**src/rtl/core/bdeq_pkg.sv**
```systemverilog
// Package: request/result types, request codes, status codes and queue constants for the deque.
`timescale 1ns / 1ps
`default_nettype none

package bdeq_pkg;

    localparam int DEPTH_DEFAULT = 16;

    localparam int CQ_DEPTH = 2;
    localparam int CQ_AW    = (CQ_DEPTH > 1) ? $clog2(CQ_DEPTH) : 1;
    localparam int CQ_CW    = $clog2(CQ_DEPTH + 1);

    localparam logic [2:0] REQ_PUSH_FRONT = 3'd0;
    localparam logic [2:0] REQ_PUSH_BACK  = 3'd1;
    localparam logic [2:0] REQ_POP_FRONT  = 3'd2;
    localparam logic [2:0] REQ_POP_BACK   = 3'd3;
    localparam logic [2:0] REQ_LIST       = 3'd4;

    localparam logic [1:0] ST_OK    = 2'd0;
    localparam logic [1:0] ST_EMPTY = 2'd1;
    localparam logic [1:0] ST_FULL  = 2'd2;

    typedef struct packed {
        logic [2:0]         req_type;
        logic signed [31:0] value;
    } t_req;

    typedef struct packed {
        logic [1:0]         status;
        logic signed [31:0] data;
        logic               last;
    } t_result;

    typedef enum logic [2:0] {
        OP_PUSH_FRONT,
        OP_PUSH_BACK,
        OP_POP_FRONT,
        OP_POP_BACK,
        OP_LIST
    } t_op;

    typedef struct packed {
        t_op                op;
        logic signed [31:0] value;
    } t_cmd;

endpackage

`default_nettype wire

```
**src/rtl/core/bdeq_front.sv**
```systemverilog
// Front end: accepts transactions, decodes the request code and queues commands for the back end.
`timescale 1ns / 1ps
`default_nettype none

module bdeq_front import bdeq_pkg::*; (
    input  wire logic i_clk,
    input  wire logic i_rst_n,
    input  wire logic i_start,
    input  wire t_req i_req,
    output logic      o_busy,
    output logic      o_cmd_valid,
    output t_cmd      o_cmd,
    input  wire logic i_cmd_take
);

    t_cmd             r_q [CQ_DEPTH];
    logic [CQ_AW-1:0] r_wptr, n_wptr;
    logic [CQ_AW-1:0] r_rptr, n_rptr;
    logic [CQ_CW-1:0] r_cnt, n_cnt;

    t_cmd dec_cmd;
    logic dec_ok;
    logic push;
    logic pop;

    always_comb begin
        dec_cmd.value = i_req.value;
        dec_cmd.op    = OP_PUSH_FRONT;
        dec_ok        = 1'b1;
        unique case (i_req.req_type)
            REQ_PUSH_FRONT: dec_cmd.op = OP_PUSH_FRONT;
            REQ_PUSH_BACK:  dec_cmd.op = OP_PUSH_BACK;
            REQ_POP_FRONT:  dec_cmd.op = OP_POP_FRONT;
            REQ_POP_BACK:   dec_cmd.op = OP_POP_BACK;
            REQ_LIST:       dec_cmd.op = OP_LIST;
            default:        dec_ok     = 1'b0;
        endcase
    end

    assign o_busy      = (r_cnt == CQ_CW'(CQ_DEPTH));
    assign o_cmd_valid = (r_cnt != '0);
    assign o_cmd       = r_q[r_rptr];

    assign push = i_start && !o_busy && dec_ok;
    assign pop  = i_cmd_take && o_cmd_valid;

    always_comb begin
        n_wptr = r_wptr;
        n_rptr = r_rptr;
        n_cnt  = r_cnt;
        if (push) begin
            n_wptr = (r_wptr == CQ_AW'(CQ_DEPTH - 1)) ? '0 : r_wptr + CQ_AW'(1);
        end
        if (pop) begin
            n_rptr = (r_rptr == CQ_AW'(CQ_DEPTH - 1)) ? '0 : r_rptr + CQ_AW'(1);
        end
        if (push && !pop) begin
            n_cnt = r_cnt + CQ_CW'(1);
        end else if (pop && !push) begin
            n_cnt = r_cnt - CQ_CW'(1);
        end
    end

    always_ff @(posedge i_clk) begin
        if (!i_rst_n) begin
            r_wptr <= '0;
            r_rptr <= '0;
            r_cnt  <= '0;
        end else begin
            r_wptr <= n_wptr;
            r_rptr <= n_rptr;
            r_cnt  <= n_cnt;
        end
    end

    always_ff @(posedge i_clk) begin
        if (push) begin
            r_q[r_wptr] <= dec_cmd;
        end
    end

endmodule

`default_nettype wire

```
**src/rtl/core/bdeq_back.sv**
```systemverilog
// Back end: ring store, front index and entry count; executes commands and drives results.
`timescale 1ns / 1ps
`default_nettype none

module bdeq_back import bdeq_pkg::*; #(
    parameter int DEPTH = DEPTH_DEFAULT
) (
    input  wire logic i_clk,
    input  wire logic i_rst_n,
    input  wire logic i_cmd_valid,
    input  wire t_cmd i_cmd,
    output logic      o_cmd_take,
    output logic      o_strobe,
    output t_result   o_result
);

    localparam int IW = $clog2(DEPTH);
    localparam int CW = $clog2(DEPTH + 1);

    typedef enum logic {
        S_IDLE,
        S_LIST
    } t_state;

    t_state             r_state;
    logic [IW-1:0]      r_front;
    logic [CW-1:0]      r_count;
    logic [CW-1:0]      r_idx;
    logic               r_valid;
    logic               r_from_mem;
    logic [1:0]         r_status;
    logic               r_last;
    logic signed [31:0] r_rd_data;
    logic signed [31:0] mem [DEPTH];

    logic          full;
    logic          empty;
    logic          is_push;
    logic          is_pop;
    logic [IW-1:0] dec_front;
    logic          wr_en;
    logic [IW-1:0] wr_addr;
    logic          rd_en;
    logic [IW-1:0] rd_addr;
    logic          list_last;

    function automatic logic [IW-1:0] ring(input logic [IW-1:0] base,
                                           input logic [CW-1:0] off);
        logic [CW:0] sum;
        sum = (CW+1)'(base) + (CW+1)'(off);
        if (sum >= (CW+1)'(DEPTH)) begin
            sum = sum - (CW+1)'(DEPTH);
        end
        return sum[IW-1:0];
    endfunction

    assign full       = (r_count == CW'(DEPTH));
    assign empty      = (r_count == '0);
    assign o_cmd_take = (r_state == S_IDLE) && i_cmd_valid;
    assign is_push    = (i_cmd.op == OP_PUSH_FRONT) || (i_cmd.op == OP_PUSH_BACK);
    assign is_pop     = (i_cmd.op == OP_POP_FRONT) || (i_cmd.op == OP_POP_BACK);
    assign dec_front  = (r_front == '0) ? IW'(DEPTH - 1) : r_front - IW'(1);
    assign list_last  = (r_idx == r_count - CW'(1));

    assign wr_en   = o_cmd_take && is_push && !full;
    assign wr_addr = (i_cmd.op == OP_PUSH_FRONT) ? dec_front : ring(r_front, r_count);

    always_comb begin
        rd_en   = 1'b0;
        rd_addr = r_front;
        if (r_state == S_LIST) begin
            rd_en   = 1'b1;
            rd_addr = ring(r_front, r_idx);
        end else if (o_cmd_take && !empty) begin
            priority if (i_cmd.op == OP_POP_BACK) begin
                rd_en   = 1'b1;
                rd_addr = ring(r_front, r_count - CW'(1));
            end else if (i_cmd.op == OP_POP_FRONT || i_cmd.op == OP_LIST) begin
                rd_en   = 1'b1;
                rd_addr = r_front;
            end
        end
    end

    always_ff @(posedge i_clk) begin
        if (wr_en) begin
            mem[wr_addr] <= i_cmd.value;
        end
        if (rd_en) begin
            r_rd_data <= mem[rd_addr];
        end
    end

    always_ff @(posedge i_clk) begin
        if (!i_rst_n) begin
            r_state    <= S_IDLE;
            r_front    <= '0;
            r_count    <= '0;
            r_idx      <= '0;
            r_valid    <= 1'b0;
            r_from_mem <= 1'b0;
            r_status   <= ST_OK;
            r_last     <= 1'b0;
        end else begin
            r_valid    <= 1'b0;
            r_from_mem <= 1'b0;
            unique case (r_state)
                S_IDLE: begin
                    if (o_cmd_take) begin
                        r_valid <= 1'b1;
                        r_last  <= 1'b1;
                        if (is_push) begin
                            if (full) begin
                                r_status <= ST_FULL;
                            end else begin
                                r_status <= ST_OK;
                                r_count  <= r_count + CW'(1);
                                if (i_cmd.op == OP_PUSH_FRONT) begin
                                    r_front <= dec_front;
                                end
                            end
                        end else if (is_pop) begin
                            if (empty) begin
                                r_status <= ST_EMPTY;
                            end else begin
                                r_status   <= ST_OK;
                                r_from_mem <= 1'b1;
                                r_count    <= r_count - CW'(1);
                                if (i_cmd.op == OP_POP_FRONT) begin
                                    r_front <= ring(r_front, CW'(1));
                                end
                            end
                        end else begin
                            if (empty) begin
                                r_status <= ST_EMPTY;
                            end else begin
                                r_status   <= ST_OK;
                                r_from_mem <= 1'b1;
                                r_last     <= (r_count == CW'(1));
                                if (r_count != CW'(1)) begin
                                    r_idx   <= CW'(1);
                                    r_state <= S_LIST;
                                end
                            end
                        end
                    end
                end
                S_LIST: begin
                    r_valid    <= 1'b1;
                    r_from_mem <= 1'b1;
                    r_status   <= ST_OK;
                    r_last     <= list_last;
                    r_idx      <= r_idx + CW'(1);
                    if (list_last) begin
                        r_state <= S_IDLE;
                    end
                end
                default: r_state <= S_IDLE;
            endcase
        end
    end

    assign o_strobe        = r_valid;
    assign o_result.status = r_status;
    assign o_result.data   = r_from_mem ? r_rd_data : '0;
    assign o_result.last   = r_last;

endmodule

`default_nettype wire

```
**src/rtl/core/bounded_double_ended_queue.sv**
```systemverilog
// Top level: bounded double-ended queue of signed 32-bit words in a ring store.
//
// Requests enter on start/i_req and are taken at an edge where start is high and
// busy is low. Codes: push front, push back, pop front, pop back, list all;
// unused codes are dropped with no result. Results leave on o_result, each
// valid for exactly one cycle while o_strobe is high; the receiver cannot stall.
// A decoder feeds a two-entry command queue; the executor behind it owns the
// ring store (one write or one registered read per cycle).
// The first result of a transaction is registered in the executor once its command
// leaves the command queue; a list still in progress can hold that command back.
// The executor takes a new command after each push or pop; a list holds it until
// every held entry is read out (an empty one gives a single result). busy rises
// only while the command queue holds two commands.
// Reset (i_rst_n low, synchronous) empties the queue and clears the front index;
// the store contents are left as they are and only held entries are ever read.
`timescale 1ns / 1ps
`default_nettype none

module bounded_double_ended_queue import bdeq_pkg::*; #(
    parameter int DEPTH = DEPTH_DEFAULT
) (
    input  wire logic i_clk,
    input  wire logic i_rst_n,
    input  wire logic start,
    input  wire t_req i_req,
    output logic      busy,
    output logic      o_strobe,
    output t_result   o_result
);

    logic cmd_valid;
    t_cmd cmd;
    logic cmd_take;

    bdeq_front u_front (
        .i_clk       (i_clk),
        .i_rst_n     (i_rst_n),
        .i_start     (start),
        .i_req       (i_req),
        .o_busy      (busy),
        .o_cmd_valid (cmd_valid),
        .o_cmd       (cmd),
        .i_cmd_take  (cmd_take)
    );

    bdeq_back #(
        .DEPTH (DEPTH)
    ) u_back (
        .i_clk       (i_clk),
        .i_rst_n     (i_rst_n),
        .i_cmd_valid (cmd_valid),
        .i_cmd       (cmd),
        .o_cmd_take  (cmd_take),
        .o_strobe    (o_strobe),
        .o_result    (o_result)
    );

endmodule

`default_nettype wire
```
**config.mk**
```make
export PLATFORM = sky130hd
export DESIGN_NAME = bounded_double_ended_queue
export DESIGN_NICKNAME = d
export VERILOG_FILES = /design/src/rtl/core/bdeq_pkg.sv /design/src/rtl/core/bdeq_front.sv /design/src/rtl/core/bdeq_back.sv /design/src/rtl/core/bounded_double_ended_queue.sv
export SDC_FILE = /design/constraint.sdc
export NUM_CORES = 1
export LEC_CHECK = 0
export ABC_AREA = 0
export ABC_CLOCK_PERIOD_IN_PS = 5900
export BUFFER_PORTS_ARGS = -buffer_cell sky130_fd_sc_hd__clkbuf_2
export CORE_ASPECT_RATIO = 0.8
export CORE_UTILIZATION = 57
export DETAILED_ROUTE_END_ITERATION = 8
export GPL_ROUTABILITY_DRIVEN = 0
export GPL_TIMING_DRIVEN = 0
export PLACE_DENSITY = 0.74
export SYNTH_ARGS = -nofsm -noshare
export SYNTH_HDL_FRONTEND = slang
export SYNTH_SLANG_ARGS = --single-unit
```
**constraint.sdc**
```tcl
create_clock -name i_clk -period 5.9 [get_ports i_clk]
set_input_delay 1.475 -clock i_clk [delete_from_list [all_inputs] [get_ports i_clk]]
set_output_delay 1.475 -clock i_clk [all_outputs]
set_load 0.02 [all_outputs]
```
==> results of run 1 <==
[worst max-delay path, cell delays in order, from the launching register on]
cell,delay (ns)
sky130_fd_sc_hd__dfxtp_1,0.52
sky130_fd_sc_hd__inv_1,0.18
sky130_fd_sc_hd__ha_1,0.42
sky130_fd_sc_hd__inv_1,0.10
sky130_fd_sc_hd__ha_1,0.28
sky130_fd_sc_hd__a21o_1,0.19
sky130_fd_sc_hd__a21oi_1,0.19
sky130_fd_sc_hd__xnor2_1,0.15
sky130_fd_sc_hd__mux2_2,0.38
sky130_fd_sc_hd__a21oi_1,0.75
sky130_fd_sc_hd__clkbuf_1,0.63
sky130_fd_sc_hd__a32oi_1,0.20
sky130_fd_sc_hd__o221ai_1,0.26
[power by group]
group | switching, µW | internal (µW)
Sequential | 117 | 5670
Combinational | 3010 | 1430
Clock | 1590 | 1970
Total | 4720 | 9060
[per-stage QoR]
step	worst slack (ns)	power (µW)	area (µm²)	cells	hold slack (ns)
3_5_place_dp	1.63	10200	27400	2423	0.511
5_1_grt	1.30	14300	29100	2527	0.542
6_report	1.37	13800	29100	2527	0.526
3_3_place_gp	0.220	10000	26700	2404	0.485
2_1_floorplan	2.19	8680	25600	1727	0.470
4_1_cts	1.56	13800	29100	2527	0.521
[state kept, by name (all words and copies together) (netlist names), named ones only]
name,count
u_back.r_status,2
u_front.r_q,70
u_front.r_rptr,1
u_back.r_state,1
u_back.o_strobe,1
u_front.r_cnt,2
u_back.r_from_mem,1
u_back.r_front,4
u_back.r_count,5
u_back.r_last,1
u_back.r_idx,5
u_back.mem,512
u_back.r_rd_data,32
u_front.r_wptr,1
[cell usage in the layout, fill, tap and decap left out, types with 5 or more instances in the layout]
cell / n
sky130_fd_sc_hd__a21oi_1: 88
sky130_fd_sc_hd__a32o_1: 65
sky130_fd_sc_hd__a32oi_1: 32
sky130_fd_sc_hd__and2_1: 34
sky130_fd_sc_hd__buf_1: 7
sky130_fd_sc_hd__buf_16: 15
sky130_fd_sc_hd__buf_2: 19
sky130_fd_sc_hd__buf_4: 13
sky130_fd_sc_hd__clkbuf_1: 85
sky130_fd_sc_hd__clkbuf_16: 60
sky130_fd_sc_hd__clkbuf_2: 74
sky130_fd_sc_hd__clkinv_1: 14
sky130_fd_sc_hd__clkinv_2: 6
sky130_fd_sc_hd__dfxtp_1: 25
sky130_fd_sc_hd__edfxtp_1: 614
sky130_fd_sc_hd__ha_1: 17
sky130_fd_sc_hd__inv_1: 13
sky130_fd_sc_hd__mux2_2: 34
sky130_fd_sc_hd__mux2i_1: 101
sky130_fd_sc_hd__nand2_1: 338
sky130_fd_sc_hd__nand3_1: 71
sky130_fd_sc_hd__nand4_1: 8
sky130_fd_sc_hd__nor2_1: 28
sky130_fd_sc_hd__nor2_4: 18
sky130_fd_sc_hd__nor3_1: 11
sky130_fd_sc_hd__o21ai_0: 12
sky130_fd_sc_hd__o221ai_1: 32
sky130_fd_sc_hd__or3_1: 5
sky130_fd_sc_hd__xnor2_1: 15
sky130_fd_sc_hd__xor2_1: 9
[metal layers]
| layer | track usage (%) | part of all wire [%] | vias up |
|---|---|---|---|
| met4 | 10.9 | 3.3 | 0 |
| met5 | 0 | 0 | - |
| met3 | 4.96 | 10 | 135 |
| met2 | 42.3 | 46 | 836 |
| met1 | 38.5 | 41 | 7690 |
| li1 | - | - | 6875 |
[cells by family after synthesis]
kind of cell / Yosys count / synth area share, %
AOI/OAI and AO/OA: 258 / 7.68
xor gates and xnor gates: 24 / 0.821
adders and majority gates: 20 / 1.06
buffers and inverters: 120 / 2.04
DFF: 639 / 73.9
muxes: 137 / 5.56
and+or+nand+nor: 529 / 8.90
[layout make-up]
cell class / instances / share of cell area (%)
well taps: 603 / 2.59
clock inverters: 24 / 0.588
multi-input cells: 968 / 21.6
plain buffers: 106 / 1.61
flip-flops and latches: 639 / 65.0
inverters: 14 / 0.180
repair buffers: 93 / 2.96
clock buffers: 80 / 5.48
[synthesized netlist by cell type, types with 2 or more instances]
master / number / share of area (%)
sky130_fd_sc_hd__edfxtp_1: 614 / 72
sky130_fd_sc_hd__nand2_1: 339 / 5.0
sky130_fd_sc_hd__mux2i_1: 101 / 3.9
sky130_fd_sc_hd__a21oi_1: 88 / 1.7
sky130_fd_sc_hd__nand3_1: 71 / 1.4
sky130_fd_sc_hd__clkbuf_1: 67 / 0.98
sky130_fd_sc_hd__a32o_1: 65 / 2.5
sky130_fd_sc_hd__nor2_1: 46 / 0.67
sky130_fd_sc_hd__and2_1: 34 / 0.83
sky130_fd_sc_hd__mux2_2: 34 / 1.5
sky130_fd_sc_hd__a32oi_1: 32 / 1.1
sky130_fd_sc_hd__o221ai_1: 32 / 1.1
sky130_fd_sc_hd__dfxtp_1: 25 / 2.0
sky130_fd_sc_hd__buf_2: 19 / 0.37
sky130_fd_sc_hd__ha_1: 17 / 0.83
sky130_fd_sc_hd__xnor2_1: 15 / 0.51
sky130_fd_sc_hd__buf_4: 13 / 0.38
sky130_fd_sc_hd__inv_1: 13 / 0.19
sky130_fd_sc_hd__o21ai_0: 12 / 0.23
sky130_fd_sc_hd__nor3_1: 11 / 0.21
sky130_fd_sc_hd__xor2_1: 9 / 0.31
sky130_fd_sc_hd__nand4_1: 8 / 0.20
sky130_fd_sc_hd__buf_1: 7 / 0.10
sky130_fd_sc_hd__or3_1: 5 / 0.12
sky130_fd_sc_hd__nand2b_1: 4 / 0.098
sky130_fd_sc_hd__nor2b_1: 4 / 0.098
sky130_fd_sc_hd__a211oi_1: 3 / 0.088
sky130_fd_sc_hd__a21o_1: 3 / 0.088
sky130_fd_sc_hd__fa_1: 3 / 0.23
sky130_fd_sc_hd__o21a_1: 3 / 0.088
sky130_fd_sc_hd__o31ai_1: 3 / 0.088
sky130_fd_sc_hd__a31oi_1: 2 / 0.049
sky130_fd_sc_hd__a41oi_1: 2 / 0.068
sky130_fd_sc_hd__mux2_4: 2 / 0.12
sky130_fd_sc_hd__o31a_1: 2 / 0.068
sky130_fd_sc_hd__or2_2: 2 / 0.049
[worst paths after layout]
check / end / cells after the start
max: u_back.r_rd_data[29] / 12
min: u_back.r_status[0] / 2
max reg2reg: u_back.r_rd_data[29] / 12
min reg2reg: u_back.r_status[0] / 2
==> run summary, run 1 <==
The first global-routing pass estimated 91,100 µm of wire. The number of violations of the max-capacitance limit is 0. In this run the mean area of a mapped cell was 14.8 µm².

The leftover overflow at the end of global routing is 0. Detailed routing inserted a total of 15,500 vias. In this run the most critical hold path is launched from u_back.r_status[0]. The number of gates given a new drive strength after cts came out at 0. The core region is 44,400 µm². The clock sink count came out at 639.

The number of flip-flops and latches in the synthesized netlist is 639. The x dimension of the die is 239 µm. VDD sags by at most 264 µV. The share of layout cells above drive strength 1 came out at 13.7%. The total number of placement rows is 69.

The post-synth design cell area came out at 25,600 µm². The transition time of the tightest slew-check pin came out at 1.02 ns. The total inserted antenna cells came out at 0. The number of clock buffers added by TritonCTS is 59. The sequential share of the synthesized area is 73.9%. The area taken by flip-flops and latches is 18,900 µm².

The run finished with clean final reports. The die extent in y is 192 µm. The number of enable flip-flop cells after synthesis came out at 614. The buffer levels on the longest clock path came out at 3. The final-layout fill cell count came out at 3,096. The number of nets in the synthesized netlist came out at 1,785. The final max-slew violation count came out at 0.

The worst register-to-register path begins at u_back.r_count[0]. The setup slack of the most critical reg-to-reg path came out at 1.37 ns. The total area of multi-input combinational cells is 6290 µm².

The number of endpoints with negative hold slack in the final report is 0. The detail route stage leaves a number of antenna-violating nets equal to 0. Port buffering added 74 buffers. The number of hold buffers added after CTS was 0. The DRC violation total after the first TritonRoute iteration came out at 1,901. Buffers added to address setup during post-CTS repair amount to 0.

The post-route setup TNS came out at 0 ns. The pre-antenna-repair detailed-routing pass consisted of 7 iterations. For this run, the top clock speed supported by timing is 221 MHz. Clock skew on the completed layout was measured at 0.0143 ns. After detailed routing, the number of vias per cell comes to 6.15. The power density of the placed cells came out at 473 nW/µm². The number of endpoints failing setup at the final stage is 0. The critical path data arrival time came out at 4.89 ns. The initial standard-cell utilization of the core came out at 57.7%. The die area came out at 45,800 µm².

The DRC violations left is 0. The worst setup path is launched from a flop. The via count of the first global-routing pass is 15,200. For this run, the leading register cell type out of synthesis is sky130_fd_sc_hd__edfxtp_1.

The normalized max-slew margin came out at 31.7%. From synthesis to final layout, the design area changed by 13.8%. Setup repair after global routing left no endpoint under its margin. For this run, the share of the core covered by cells in the final layout is 65.7%. The critical path starts at u_back.r_count[0]. For this block, the routed nets add up to 61,000 µm of wire. In the finished design, the share of the clock period the worst path needs comes to 76.7%.

CTS built an H-tree with a depth of 2. The share of async-settable or async-resettable flops after synthesis came out at 0%. The number of antenna violations at the first check in global routing is 0.

STA puts the critical path data required time at 6.26 ns. The netlist uses 53 different library cells. The number of ports placed on the die boundary came out at 75. The clock insertion delay at the later pin of the skew report is 0.63 ns. The worst-path maximum fanout came out at 10. The pin count of the biggest net entering global routing came out at 22. The path class of the tightest hold or removal check is flop to flop. The post-layout net count came out at 1,939. The minimum clock period after layout came out at 4.53 ns. The capturing element type of the critical path is a flop. The standby leakage power came out at 0.0104 µW. Once detailed placement completed, the half-perimeter wirelength came to 40,700 µm. After clock tree synthesis, the clock-pin slew on the worst setup and hold paths is 0.06 ns. TritonCTS built the clock tree. The total global routing track utilization came out at 27.3%. The critical path in this run is classified as flop to flop. After technology mapping, the gate count stands at 1,727.

The count of warnings emitted by yosys is 0. The root buffer cell is sky130_fd_sc_hd__clkbuf_16. Dividing the detail-routed wire length by the instance count gives 24.1 µm.
(Power assumes the default switching activity.)
==> run 2, diff against run 1 <==
ABC_CLOCK_PERIOD_IN_PS = 3700   (was 5900)
CORE_UTILIZATION = 56   (was 57)
PLACE_DENSITY = 0.76   (was 0.74)
clock period = 3.7 ns   (was 5.9 ns; I/O delays follow)
==> run summary, run 2 (synthesis results as in run 1) <==
The share of layout cells above drive strength 1 is 15.9% (+2.2 points). Leaving out fill and tap cells, the most frequent cell in the layout is sky130_fd_sc_hd__edfxtp_1. The buffer levels on the longest clock path came out at 3 (unchanged). The number of placed cells counting well taps came out at 2,423 (unchanged). The number of vias per cell after detailed routing is 6.17 (+0.34%).

The total power after layout is 22,100 µW (+61%). The post-layout net count is 1,942 (+0.15%). The run finished with clean final reports. The worst-path maximum fanout came out at 10 (unchanged). The DRC violation total after the first TritonRoute iteration came out at 2,074 (+9.1%). The worst setup path is launched from a flop. The critical path in this run is classified as flop to flop.

The leftover overflow at the end of global routing is 0 (unchanged). The switching share of power is 34.7% (+0.45 points). The global-route wire length before repair came out at 93,100 µm (+2.2%). The number of antenna violations at the first check in global routing came to 0 (unchanged). The critical path required time came out at 4.03 ns (-2.23 ns). The area taken by flip-flops and latches came out at 18,900 µm² (about the same). The part of the total power dissipated in sequential elements is 41.6% (-0.3 points).

The depth of the worst register-to-register path is 12 (unchanged). The beginning of the worst hold path is i_req[20]. The tree is rooted in a sky130_fd_sc_hd__clkbuf_16. The H-tree depth is 2 (unchanged). The number of ports placed on the die boundary came to 75 (unchanged). The total area of multi-input combinational cells is 6330 µm² (+0.64%). The number of buffers inserted for hold repair after clock tree synthesis is 0 (unchanged). The net switching component of the power came out at 7690 µW (+63%). The initial standard-cell utilization of the core is 57.2% (-0.56 points).

The minimum clock period after layout is 3.66 ns (-0.864 ns). The count of vias placed by the detailed router came to 15,700 (+0.82%). The startpoint of the lowest-slack register-to-register path is u_back.r_count[0]. The number of flip-flops in the largest register came out at 512 (unchanged). The top cell types in the final layout, fill and taps aside, are 614 x sky130_fd_sc_hd__edfxtp_1, 336 x sky130_fd_sc_hd__nand2_1, 101 x sky130_fd_sc_hd__mux2i_1. The post-detailed-route count of antenna-violating nets came out at 0 (unchanged). The number of violations of the max-capacitance limit was 0 (unchanged). The depth of the worst hold-timing path came out at 1 (-1). The routed wirelength normalized by instance count is 24.5 µm (+1.4%). The register clock-pin slew on the reported worst setup and hold paths came out at 0.07 ns (about the same). The die area is 46,600 µm² (+1.8%). The die extent in y came to 193 µm (+0.88%). The via count of the first global-routing pass came out at 15,400 (+1.4%). The clock insertion delay at the later pin of the skew report is 0.63 ns (about the same).

The total number of placement rows came out at 69 (unchanged). The half-perimeter wire length of the detailed placement result came out at 40,700 µm (-0.10%). The routed wire length is 62,200 µm (+1.9%). The total global routing track utilization is 27.1% (-0.17 points). The fraction of the cycle the final worst path needs came out at 99.0% (+22 points). u_back.mem holds more flip-flops than any other register. The x dimension of the die was 241 µm (+0.88%). The final max-slew violation count came out at 0 (unchanged). The peak supply drop was 434 µV (+64%). Setup repair after global routing left no endpoint under its margin. The DRC violations left is 0 (unchanged). The clock sink count is 639 (unchanged). The transition time of the tightest slew-check pin is 0.963 ns (-0.0612 ns).

The number of endpoints with negative hold slack in the final report was 0 (unchanged). The standby leakage power is 0.0106 µW (+1.2%). The number of I/O port buffers is 74 (unchanged). The power density of the placed cells came out at 756 nW/µm² (+60%).

The highest attainable clock frequency was 273 MHz (+24%). The largest registers in the layout are u_back.mem x512, u_front.r_q x70, u_back.r_rd_data x32. The capturing element type of the critical path is a flop.

The post-route setup TNS came out at 0 ns (unchanged). The critical path data arrival time is 3.99 ns (-0.90 ns). The internal power was 14,500 µW (+59%). The pin count of the biggest net entering global routing is 25 (+14%). The clock network power share came out at 25.6% (-0.2 points).

The critical path starts at u_back.r_count[0]. The area added between synthesis and finish is 14.3%. The normalized max-slew margin is 35.8% (+4.1 points).

The worst hold-check path type is input pin to flop. The detailed-routing iteration count for the pre-antenna-repair pass is 7 (unchanged). The number of buffers created by CTS came out at 59 (unchanged). The setup slack of the most critical reg-to-reg path came out at 0.04 ns (-1.34 ns). The part of the power in combinational logic came to 32.8% (+0.6 points). TritonCTS built the clock tree. The final-layout fill cell count is 3,030 (-2.1%). The core area came out at 44,800 µm² (+0.97%). The non-filler instance count after layout came out at 2,539 (+0.47%).

The final setup skew came out at 0.0123 ns (-0.00201 ns). The number of endpoints failing setup at the final stage is 0 (unchanged).
-- run 2: cell types whose count changed in the layout (fill, tap and decap cells not counted), moves of 5 or more --
cell / delta
sky130_fd_sc_hd__clkbuf_1: -32
sky130_fd_sc_hd__clkbuf_2: +16
sky130_fd_sc_hd__buf_12: +9
sky130_fd_sc_hd__clkbuf_4: +9
sky130_fd_sc_hd__buf_16: -6
sky130_fd_sc_hd__buf_4: +6
sky130_fd_sc_hd__clkinv_2: +6
sky130_fd_sc_hd__clkinv_1: +5
-- run 2: cell type report --
type / instances / share of cell area [%]
Antenna cell: 3 / 0.0256
Buffer: 106 / 1.85
Clock buffer: 71 / 5.20
Clock inverter: 39 / 0.846
Inverter: 14 / 0.180
Multi-Input combinational cell: 968 / 21.6
Sequential cell: 639 / 64.7
Tap cell: 603 / 2.58
Timing Repair Buffer: 96 / 3.00
-- run 2: worst max-delay path: stages, from the launching register on --
cell and delay (ns):
sky130_fd_sc_hd__dfxtp_2 0.44, sky130_fd_sc_hd__inv_1 0.17, sky130_fd_sc_hd__ha_2 0.42, sky130_fd_sc_hd__inv_1 0.10, sky130_fd_sc_hd__ha_1 0.29, sky130_fd_sc_hd__a21o_1 0.18
sky130_fd_sc_hd__a21oi_1 0.22, sky130_fd_sc_hd__xnor2_1 0.18, sky130_fd_sc_hd__mux2_2 0.43, sky130_fd_sc_hd__and2_1 0.20, sky130_fd_sc_hd__nand2_2 0.20, sky130_fd_sc_hd__clkbuf_4 0.32
sky130_fd_sc_hd__o221ai_1 0.21
-- run 2: power by group through the flow --
stage | Clock (µW) | Combinational [µW] | Sequential, µW
5_1_grt | 6000 | 7730 | 9260
4_1_cts | 5720 | 7130 | 9210
6_report | 5660 | 7260 | 9220
2_1_floorplan | 0 | 4520 | 9330
3_3_place_gp | 0 | 6560 | 9390
3_5_place_dp | 0 | 7010 | 9360
-- run 2: timing repair --
item / in CTS / in global routing
endpoints found under the setup margin: 225 / 34
setup buffers: 2 / 1
resized for setup: 40 / 20
pin swaps: 3 / 2
-- run 2: final timing paths --
check                          to
max          u_back.r_rd_data[19]
min            u_front.r_q[1][20]
max reg2reg  u_back.r_rd_data[19]
min reg2reg                  flop
-- run 2: per-layer routing --
metal / up-vias / global-route usage (%) / share of wire (%)
li1: 6889 / - / -
met1: 7683 / 38.3 / 40
met2: 947 / 42.1 / 47
met3: 144 / 4.89 / 10
met4: 0 / 10.3 / 3.3
met5: - / 0 / 0
-- run 2: through the flow --
| stage | hold slack [ns] | utilization [%] | cell area [µm²] | setup WS (ns) |
|---|---|---|---|---|
| 6_report | 0.484 | 65.3 | 29300 | 0.0384 |
| 2_1_floorplan | 0.470 | - | 25600 | 0.0357 |
| 3_3_place_gp | 0.487 | 59.7 | 26700 | -1.97 |
| 5_1_grt | 0.474 | 65.3 | 29300 | 0.00684 |
| 3_5_place_dp | 0.503 | 61.0 | 27300 | -0.599 |
| 4_1_cts | 0.459 | 65.2 | 29200 | 0.0234 |
==> run 3, diff against run 2 <==
CELL_PAD_IN_SITES_DETAIL_PLACEMENT = 0   (was default)
CELL_PAD_IN_SITES_GLOBAL_PLACEMENT = 1   (was default)
CORE_UTILIZATION = 47   (was 56)
PLACE_DENSITY = default   (was 0.76)
PLACE_DENSITY_LB_ADDON = 0.1   (was default)
==> run summary, run 3 (synthesis results as in run 1) <==
The via count of the first global-routing pass is 15,100 (-2.4%). The startpoint of the lowest-slack register-to-register path is u_back.r_count[1]. The critical path required time was 4.08 ns (+0.05 ns). The setup path with the least slack is of type flop to flop. The final setup skew came to 0.0209 ns (+0.00865 ns). The number of endpoints with negative hold slack in the final report is 0 (unchanged). The highest attainable clock frequency is 273 MHz (-0.12%). The total met3 wirelength after detailed routing came out at 4290 µm (-31%). In the final layout, the registers with the most flip-flops are u_back.mem x512, u_front.r_q x70, u_back.r_rd_data x32. The global-route wire length before repair came to 99,100 µm (+6.5%).

The worst setup path is launched from a flop. The post-detailed-route count of antenna-violating nets is 0 (unchanged). The met1 routed wirelength after detailed routing came to 30,600 µm (+23%).

The die area is 55,400 µm² (+19%). Compared with the post-synthesis result, the final layout area differs by 16.4%. The critical path data arrival time came out at 4.05 ns (+0.06 ns). The setup slack of the most critical reg-to-reg path was 0.03 ns (about the same). The core area is 53,800 µm² (+20%).

TritonCTS built the clock tree. The part of the total power dissipated in sequential elements is 40.4% (-1.2 points). The transition time of the tightest slew-check pin is 1.06 ns (+0.102 ns).

The number of antenna violations at the first check in global routing is 1 (+1). The end point of the worst hold path is u_front.r_q[1][24]. In this run the critical register-to-register path is captured at u_back.r_rd_data[20]. The routed wire length was 67,000 µm (+7.7%). The number of flip-flops in the largest register is 512 (unchanged). The minimum clock period after layout is 3.67 ns (+0.00434 ns). The DRC violations left came out at 0 (unchanged). The run finished with clean final reports.

Leaving out fill and tap cells, the most frequent cell in the layout is sky130_fd_sc_hd__edfxtp_1. The worst-path maximum fanout came out at 10 (unchanged). The number of violations of the max-capacitance limit came to 0 (unchanged). The post-route worst setup slack is 0.0341 ns (-0.00434 ns). The clock insertion delay at the later pin of the skew report came out at 0.63 ns (about the same). The H-tree depth came out at 2 (unchanged). The final max-slew violation count is 0 (unchanged). The net switching component of the power is 7870 µW (+2.4%). The depth of the worst hold-timing path was 1 (unchanged). Setup repair after global routing could not meet its margin everywhere. The peak supply drop came out at 431 µV (-0.58%). The number of vias per cell after detailed routing is 5.72 (-7.3%).

The total power after layout came out at 22,800 µW (+3.1%). The worst hold-check path type is input pin to flop. The worst hold path begins at i_req[24].

The root buffer cell is sky130_fd_sc_hd__clkbuf_16. The count of vias placed by the detailed router came out at 15,200 (-3.0%). The power density of the placed cells is 765 nW/µm² (+1.2%).

The leftover overflow at the end of global routing came to 0 (unchanged). The part of the power in combinational logic was 32.4% (-0.4 points). The post-layout net count came to 1,960 (+0.93%).

The number of ports placed on the die boundary was 75 (unchanged). The clock sink count is 639 (unchanged). The fraction of the cycle the final worst path needs is 99.1% (+0.12 points). In the layout the commonest cells are 614 x sky130_fd_sc_hd__edfxtp_1, 336 x sky130_fd_sc_hd__nand2_1, 104 x sky130_fd_sc_hd__clkbuf_2. The pin count of the biggest net entering global routing came out at 22 (-12%). u_back.mem holds more flip-flops than any other register. The placed instance area is 27,500 µm² (+0.65%). The x dimension of the die is 263 µm (+9.1%). The post-layout utilization of the core is 55.4% (-9.9 points). The standby leakage power is 0.0108 µW (+2.3%).

The number of I/O port buffers came to 74 (unchanged). The total area of multi-input combinational cells is 6350 µm² (+0.22%). The worst slack after detailed placement came to -0.533 ns (+0.0659 ns). The number of endpoints failing setup at the final stage is 0 (unchanged). The detailed-routing iteration count for the pre-antenna-repair pass came out at 5 (-2).

The total number of placement rows was 76 (+10%). The DRC violation total after the first TritonRoute iteration is 1,477 (-29%). The switching share of power is 34.5% (-0.25 points). The number of buffers created by CTS came to 61 (+3.4%). The routed wirelength normalized by instance count is 25.2 µm (+3.0%). The origin of the worst setup path is u_back.r_count[1].

The internal power was 15,000 µW (+3.5%). The final-layout fill cell count is 4,328 (+43%). The routed length on met2 was 30,800 µm (+5.8%). The initial standard-cell utilization of the core is 47.6% (-9.6 points).

The half-perimeter wire length of the detailed placement result is 43,100 µm (+6.1%). The buffer levels on the longest clock path is 3 (unchanged). The die extent in y came to 211 µm (+9.1%). The register clock-pin slew on the reported worst setup and hold paths is 0.07 ns (about the same). The area taken by flip-flops and latches was 18,900 µm² (unchanged). The total inserted antenna cells was 0 (-3). The share of layout cells above drive strength 1 is 17.6% (+1.7 points). STA classifies the critical path endpoint as a flop. After detailed routing, no signal wire sits above met4.

The normalized max-slew margin came out at 29.0% (-6.8 points). The depth of the worst register-to-register path is 12 (unchanged). The design area is 29,800 µm² (+1.9%). The clock network power share came to 27.1% (+1.5 points).

The total global routing track utilization came out at 24.5% (-2.6 points). The worst slack on hold paths came out at 0.489 ns (+0.00474 ns).
## run 3: cell types whose count changed in the layout (fill, tap and decap cells not counted), sizes merged
cell	delta
nor2	+2
bufinv	+4
inv	-4
diode	-3
buf	+13
clkinv	-1
clkbuf	+5
clkinvlp	+1
## run 3: power by group through the flow
stage	clock, µW	combinational, µW	sequential, µW
after floorplan	0	4520	9330
after global placement	0	6990	9410
after detailed placement	0	7260	9370
after CTS	6300	7390	9220
after global routing	6580	8020	9270
final	6190	7410	9230
## run 3: repair_timing
item,4_1_cts,5_1_grt
resized for setup,52,32
setup endpoints to repair,339,187
setup buffers,0,15
pin swaps,3,11
hold buffers,0,0
gates cloned,2,0
## run 3: metal layers
metal / GRT usage, % / vias to the layer above
li1: - / 6930
met1: 35.8 / 7653
met2: 38.8 / 521
met3: 3.33 / 84
met4: 6.33 / 0
met5: 0 / -
## run 3: critical path, stage by stage (launching register included)
cell and delay [ns]:
sky130_fd_sc_hd__dfxtp_1 0.49, sky130_fd_sc_hd__inv_1 0.16, sky130_fd_sc_hd__ha_1 0.39, sky130_fd_sc_hd__inv_1 0.09, sky130_fd_sc_hd__ha_1 0.27, sky130_fd_sc_hd__a21o_1 0.17, sky130_fd_sc_hd__a21oi_1 0.17, sky130_fd_sc_hd__xnor2_1 0.16
sky130_fd_sc_hd__mux2_2 0.42, sky130_fd_sc_hd__a21oi_4 0.37, sky130_fd_sc_hd__clkbuf_4 0.38, sky130_fd_sc_hd__a32oi_1 0.17, sky130_fd_sc_hd__o221ai_1 0.18
## run 3: cell type report
cell class | instances | area share (%)
Clock inverter | 39 | 1.12
Inverter | 14 | 0.176
Buffer | 106 | 1.92
Tap cell | 702 | 2.94
Clock buffer | 75 | 5.47
Timing Repair Buffer | 110 | 3.60
Sequential cell | 639 | 63.5
Multi-Input combinational cell | 970 | 21.3
## run 3: worst max-delay path by stage
stage,end,slack (ns),depth (start not counted)
floorplan,u_back.mem[6][0],0.04,7
global placement,u_back.mem[11][18],-2.45,8
detailed placement,u_back.r_rd_data[20],-0.53,12
CTS,u_back.mem[9][19],0.04,9
global route,u_back.r_rd_data[20],-0.04,10
finish,u_back.r_rd_data[20],0.03,12
## run 3: through the flow
stage	setup TNS (ns)	std cells
after global placement	-1169.53	2503
after floorplan	0	1727
final	0	2655
after detailed placement	-38.68	2524
after global routing	-0.399	2655
after CTS	0	2640
